$ cat src/hdl/mhpq_pkg.sv
package mhpq_pkg;

  localparam int CAPACITY_DEF   = 256;
  localparam int COORD_BITS_DEF = 10;
  localparam int COST_BITS_DEF  = 16;
  localparam int CNT_BITS       = 9;

  typedef enum logic [1:0] {
    KIND_PUSH  = 2'd0,
    KIND_POP   = 2'd1,
    KIND_RELAX = 2'd2,
    KIND_NONE  = 2'd3
  } kind_t;

  typedef enum logic [1:0] {
    ST_DONE     = 2'd0,
    ST_EMPTY    = 2'd1,
    ST_FULL     = 2'd2,
    ST_NO_MATCH = 2'd3
  } status_t;

  typedef struct packed {
    logic [1:0]  kind;
    logic [9:0]  cell_row;
    logic [9:0]  cell_col;
    logic [15:0] cell_cost;
  } in_word_t;

  typedef struct packed {
    logic [1:0]  status;
    logic        top_valid;
    logic [9:0]  top_row;
    logic [9:0]  top_col;
    logic [15:0] top_cost;
    logic [8:0]  entry_count;
  } out_word_t;

  typedef enum logic [3:0] {
    S_IDLE,
    S_DECIDE,
    S_UP_RD,
    S_UP_CMP,
    S_DN_RD,
    S_DN_CMP,
    S_SCAN_RD,
    S_SCAN_CMP,
    S_ROOT_RD,
    S_RESULT
  } state_t;

  // commands from controller to datapath
  typedef enum logic [3:0] {
    OP_NOP,
    OP_LOAD,
    OP_PUSH_WR,
    OP_POP_INIT,
    OP_UP_RD,
    OP_UP_STEP,
    OP_DN_RD,
    OP_DN_STEP,
    OP_SCAN_INIT,
    OP_SCAN_RD,
    OP_SCAN_STEP,
    OP_SCAN_HIT,
    OP_ROOT_RD,
    OP_ROOT_PEEK
  } op_t;

  typedef struct packed {
    op_t        op;
    logic [1:0] status;
  } cmd_t;

  typedef struct packed {
    logic [1:0] kind;
    logic       empty;
    logic       full;
    logic       up_done;
    logic       up_swap;
    logic       dn_done;
    logic       dn_swap;
    logic       scan_end;
    logic       scan_hit;
  } sts_t;

endpackage

$ cat src/hdl/mhpq_ctrl.sv
module mhpq_ctrl (
  input  logic           clk,
  input  logic           rst_n,
  input  logic           in_valid,
  output logic           in_ready,
  output logic           out_valid,
  input  logic           out_ready,
  input  mhpq_pkg::sts_t sts,
  output mhpq_pkg::cmd_t cmd
);
  mhpq_pkg::state_t state_r, state_nxt;
  logic [1:0] st_r, st_nxt;

  // state register
  always_ff @(posedge clk) begin
    if (!rst_n) begin
      state_r <= mhpq_pkg::S_IDLE;
      st_r    <= mhpq_pkg::ST_DONE;
    end else begin
      state_r <= state_nxt;
      st_r    <= st_nxt;
    end
  end

  // next state and commands
  always_comb begin
    state_nxt = state_r;
    st_nxt    = st_r;
    cmd.op    = mhpq_pkg::OP_NOP;
    cmd.status = st_r;
    in_ready  = 1'b0;
    out_valid = 1'b0;
    unique case (state_r)
      mhpq_pkg::S_IDLE: begin
        in_ready = 1'b1;
        if (in_valid) begin
          cmd.op = mhpq_pkg::OP_LOAD;
          state_nxt = mhpq_pkg::S_DECIDE;
        end
      end
      mhpq_pkg::S_DECIDE: begin
        // operations that change nothing only read the root
        st_nxt = mhpq_pkg::ST_DONE;
        cmd.op = mhpq_pkg::OP_ROOT_PEEK;
        state_nxt = mhpq_pkg::S_RESULT;
        case (sts.kind)
          mhpq_pkg::KIND_PUSH: begin
            if (sts.full) st_nxt = mhpq_pkg::ST_FULL;
            else begin
              cmd.op = mhpq_pkg::OP_PUSH_WR;
              state_nxt = mhpq_pkg::S_UP_RD;
            end
          end
          mhpq_pkg::KIND_POP: begin
            if (sts.empty) st_nxt = mhpq_pkg::ST_EMPTY;
            else begin
              cmd.op = mhpq_pkg::OP_POP_INIT;
              state_nxt = mhpq_pkg::S_DN_RD;
            end
          end
          mhpq_pkg::KIND_RELAX: begin
            cmd.op = mhpq_pkg::OP_SCAN_INIT;
            state_nxt = mhpq_pkg::S_SCAN_RD;
          end
          default: ;
        endcase
      end
      mhpq_pkg::S_UP_RD: begin
        if (sts.up_done) state_nxt = mhpq_pkg::S_ROOT_RD;
        else begin
          cmd.op = mhpq_pkg::OP_UP_RD;
          state_nxt = mhpq_pkg::S_UP_CMP;
        end
      end
      mhpq_pkg::S_UP_CMP: begin
        if (sts.up_swap) begin
          cmd.op = mhpq_pkg::OP_UP_STEP;
          state_nxt = mhpq_pkg::S_UP_RD;
        end else state_nxt = mhpq_pkg::S_ROOT_RD;
      end
      mhpq_pkg::S_DN_RD: begin
        cmd.op = mhpq_pkg::OP_DN_RD;
        state_nxt = mhpq_pkg::S_DN_CMP;
      end
      mhpq_pkg::S_DN_CMP: begin
        if (!sts.dn_done && sts.dn_swap) begin
          cmd.op = mhpq_pkg::OP_DN_STEP;
          state_nxt = mhpq_pkg::S_DN_RD;
        end else state_nxt = mhpq_pkg::S_ROOT_RD;
      end
      mhpq_pkg::S_SCAN_RD: begin
        if (sts.scan_end) begin
          st_nxt = mhpq_pkg::ST_NO_MATCH;
          state_nxt = mhpq_pkg::S_RESULT;
          cmd.op = mhpq_pkg::OP_ROOT_PEEK;
        end else begin
          cmd.op = mhpq_pkg::OP_SCAN_RD;
          state_nxt = mhpq_pkg::S_SCAN_CMP;
        end
      end
      mhpq_pkg::S_SCAN_CMP: begin
        if (sts.scan_hit) begin
          cmd.op = mhpq_pkg::OP_SCAN_HIT;
          state_nxt = mhpq_pkg::S_UP_RD;
        end else begin
          cmd.op = mhpq_pkg::OP_SCAN_STEP;
          state_nxt = mhpq_pkg::S_SCAN_RD;
        end
      end
      mhpq_pkg::S_ROOT_RD: begin
        cmd.op = mhpq_pkg::OP_ROOT_RD;
        state_nxt = mhpq_pkg::S_RESULT;
      end
      mhpq_pkg::S_RESULT: begin
        out_valid = 1'b1;
        if (out_ready) state_nxt = mhpq_pkg::S_IDLE;
      end
      default: state_nxt = mhpq_pkg::S_IDLE;
    endcase
  end

  // assertions
  a_ready_idle: assert property (@(posedge clk) disable iff (!rst_n)
    in_ready |-> !out_valid) else $error("ready while result pending");
  a_out_hold: assert property (@(posedge clk) disable iff (!rst_n)
    out_valid && !out_ready |=> out_valid) else $error("result dropped");
  a_load: assert property (@(posedge clk) disable iff (!rst_n)
    in_valid && in_ready |=> state_r == mhpq_pkg::S_DECIDE)
    else $error("accept without decode");

endmodule

$ cat config.mk
export PLATFORM = sky130hd
export DESIGN_NAME = mhpq_ctrl
export DESIGN_NICKNAME = d
export VERILOG_FILES = /design/src/hdl/mhpq_pkg.sv /design/src/hdl/mhpq_ctrl.sv
export SDC_FILE = /design/constraint.sdc
export NUM_CORES = 1
export LEC_CHECK = 0
export BUFFER_PORTS_ARGS = -buffer_cell sky130_fd_sc_hd__buf_2
export CAP_MARGIN = 30
export CELL_PAD_IN_SITES_DETAIL_PLACEMENT = 2
export CELL_PAD_IN_SITES_GLOBAL_PLACEMENT = 2
export CORE_MARGIN = 8
export CORE_UTILIZATION = 27
export DETAILED_ROUTE_END_ITERATION = 7
export GPL_TIMING_DRIVEN = 0
export HOLD_SLACK_MARGIN = 0.06
export PLACE_DENSITY_LB_ADDON = 0.1
export SLEW_MARGIN = 10
export SYNTH_ARGS = -nofsm -noshare
export SYNTH_HDL_FRONTEND = slang
export SYNTH_SLANG_ARGS = --single-unit
$ cat constraint.sdc
create_clock -name clk -period 2.2 [get_ports clk]
set_input_delay 0.22 -clock clk [delete_from_list [all_inputs] [get_ports clk]]
set_output_delay 0.22 -clock clk [all_outputs]
set_load 0.02 [all_outputs]
==> results by group <==
Power
  – Power per cell area: a little over 800 nW/um^2
  – Peak supply drop: between 0.4 and 0.5 mV
  – Clock power share: around 15%
  – Sw power: ~0.33 mW
  – Combinational power share: 63.3%
  – Seq pwr share: about a fifth
  – Total power draw: about 0.7 mW
  – Lkg Pwr: 0.397 nW
  – Sw Share: between 40% and 50%
  – Internal power: 0.368 mW

Critical path
  – R2R Setup Slk: 0.52 ns
  – CP Capture Point: cmd[4]
  – Largest fanout on the critical path: 10
  – WP data required: 1.98 ns
  – Startpoint types: register
  – CP endpoint kind: output port
  – Worst Path Arrival: between 1.5 and 2 ns
  – CP startpoint: state_r[2]
  – CP Class: register to output port
  – RR Endpoint: state_r[3]
  – Crit Reg-Reg Startpoint: state_r[2]
  – Reg2reg path depth: 7

STA
  – Hold Violations, Final: 0
  – Fmax: around 470 MHz
  – Layout Skew: ~0.0018 ns
  – Crit share post-route: roughly 96%
  – Final period demand of the worst path: between 2 and 2.5 ns
  – Max-slew headroom: between 60 and 70%
  – Final setup violation count: 0
  – Slew Limit Fails: 0
  – Final setup TNS: 0 ns
  – Actual slew at the worst max-slew pin: ~0.46 ns

Drt
  – Vias per cell: ~5.7
  – TritonRoute pass-1 iters: 4
  – Residual DRC: 0
  – Post-DR wirelength/cell: ~18 um
  – Vias: roughly 840
  – Drt total wl: 2720 um
  – DRT antenna net count: 0
  – 1st-iter DRT viols: 18

Floorplan
  – Initial Util: 27.6%
  – Core footprint: roughly 2400 um^2
  – Die ar.: about 4300 um^2
  – Die width: roughly 66 um
  – Io pins: 22
  – Chip Height: about 66 um
  – # rows: 18

Layout
  – Proportion of layout cells with a drive suffix above 1: 28.6%
  – Ant. Diodes: 0
  – Layout Cells excl Fill: roughly 150
  – Area Overhead vs Synth: 26.4%
  – Fill count: between 200 and 300
  – Nets@finish: 135
  – Core Util, Final: a little over a third

Global route
  – Gr ovfl total: 0
  – Total GRT Usage: 13.5%
  – Largest net degree at the start of global routing: 11
  – First-pass GRT wire length: around 4600 um
  – Initial antenna violation count: 0
  – Number of global-route vias before repair: 960

Placement
  – Gp weighted congestion: roughly 0.79
  – Placed insts: around 150
  – Buffers on Ports: 21
  – DP HPWL: 2150 um

Clocking
  – Total CTS buffers: 3
  – Worst-path clk slew: 0.05 ns
  – Clk sinks: 6
  – Hold buffers post-CTS: 0
  – Worst skew pair latency: between 0.2 and 0.3 ns
  – Clock Path Buffers: 2
  – Root Driver: clkbuf_4
  – H-tree Lvls: 1
  – CTS tree: done

Yosys
  – Share of flip-flops with an asynchronous set or reset: 0%
  – Post-Synthesis Net Count: between 100 and 150
  – Synth Area per Inst: roughly 7.0 um^2
  – Post-synth EDFFs: 0
  – Seq/Total Area, Yosys: between 10% and 20%
  – Netlist cell types: 39
  – Synth top area cells: dfxtp_1 18%, a21oi_1 7.5%, nor3b_1 4.5%
  – Mapped cell area: 664 um^2
  – Cell with the most instances after synthesis: a21oi_1
  – Cells after synthesis: 95
  – Most frequent cells after synthesis: 10 x a21oi_1, 6 x dfxtp_1, 6 x nor2_1
  – Cell taking the most area after synthesis: dfxtp_1
  – Ys Warns: 0
  – Top_reg_cell synth: dfxtp_1
  – Top cell type's share of synthesized area: around 18%
  – Synth Register Bits: 6

Flow run
  – Max-cap violation count: 0

Min path
  – Hold crit path type: input port to register

Run status
  – Status: finished, final reports clean
-- cells in the final DEF, fill, tap and decap left out, types with 2 or more instances in the layout --
master    instances
or3_1             4
nor2b_1           4
clkbuf_4          3
a211o_1           2
nand3_1           2
a21oi_1          10
nand2_1           5
buf_2            23
clkbuf_2          2
nor2_1            6
buf_4             3
inv_1             4
a31oi_1           3
o211a_1           2
nand2b_1          4
nor3b_1           4
nor3_1            3
nor4_1            2
dfxtp_1           6
o21ai_0           5
-- worst min path at each step --
stage	start	to	slack [ns]	cells past startpoint
5_1_grt	rst_n	st_r[0]	0.28	2
6_report	rst_n	st_r[0]	0.28	2
2_1_floorplan	rst_n	state_r[2]	0.35	1
3_5_place_dp	st_r[0]	st_r[0]	0.50	1
4_1_cts	rst_n	state_r[3]	0.27	2
3_3_place_gp	st_r[1]	st_r[1]	0.49	1
-- sequential cells by signal, summed over array words and instances, names as in the netlist --
name / cells
st_r: 2
state_r: 4
-- worst max-delay path: stages, from the launching register on --
cell     delay [ns]
dfxtp_1        0.30
buf_6          0.13
or3b_1         0.37
buf_4          0.16
a211o_1        0.25
a21oi_2        0.16
or3_1          0.13
buf_4          0.13
-- layer usage --
layer / global-route usage [%] / share of wire, % / vias up / routed length, um
met5: 0 / 0 / - / 0
met4: 4.09 / 1.4 / 0 / 38
met3: 3.57 / 4.8 / 4 / 131
met2: 23.6 / 49 / 25 / 1340
met1: 15.6 / 44 / 409 / 1210
li1: - / - / 404 / -
-- power groups by stage --
stage / Sequential, mW / Clock (mW) / Combinational, mW
2_1_floorplan: 0.155 / 0 / 0.285
3_3_place_gp: 0.145 / 0 / 0.427
3_5_place_dp: 0.146 / 0 / 0.435
4_1_cts: 0.145 / 0.112 / 0.438
5_1_grt: 0.152 / 0.117 / 0.484
6_report: 0.149 / 0.107 / 0.442
-- through the flow --
step / cell area, um^2 / hold WS, ns / setup WS, ns
after floorplan: 664 / 0.351 / 0.498
after global placement: 807 / 0.486 / 0.244
after detailed placement: 807 / 0.498 / 0.212
after CTS: 831 / 0.271 / 0.00535
after global routing: 840 / 0.275 / -0.00679
final: 840 / 0.276 / 0.0862
-- final cells by class --
type / count / area, um^2 / area share (%)
plain buffers: 8 / 47.5 / 5.66
flip-flops and latches: 6 / 120 / 14.3
clock buffers: 3 / 22.5 / 2.68
multi-input cells: 76 / 482 / 57.4
well taps: 30 / 37.5 / 4.47
inverters: 4 / 15.0 / 1.79
repair buffers: 22 / 115 / 13.7
-- what timing repair did --
item / in CTS / in global routing
gates resized for setup: 1 / 5
buffers inserted: 0 / 1
endpoints found under the setup margin: 2 / 2
pin swaps: 0 / 1
endpoints found under the hold margin: 0 / 0
-- kinds of logic after synthesis --
family	count (synthesis)	share of synthesized area, %
AO/OA/AOI/OAI	35	36.4
buffers and inverters	13	9.41
flip-flops	6	18.1
AND/OR/NAND/NOR	41	36.2
No activity file was read; power rests on OpenSTA's default activity.
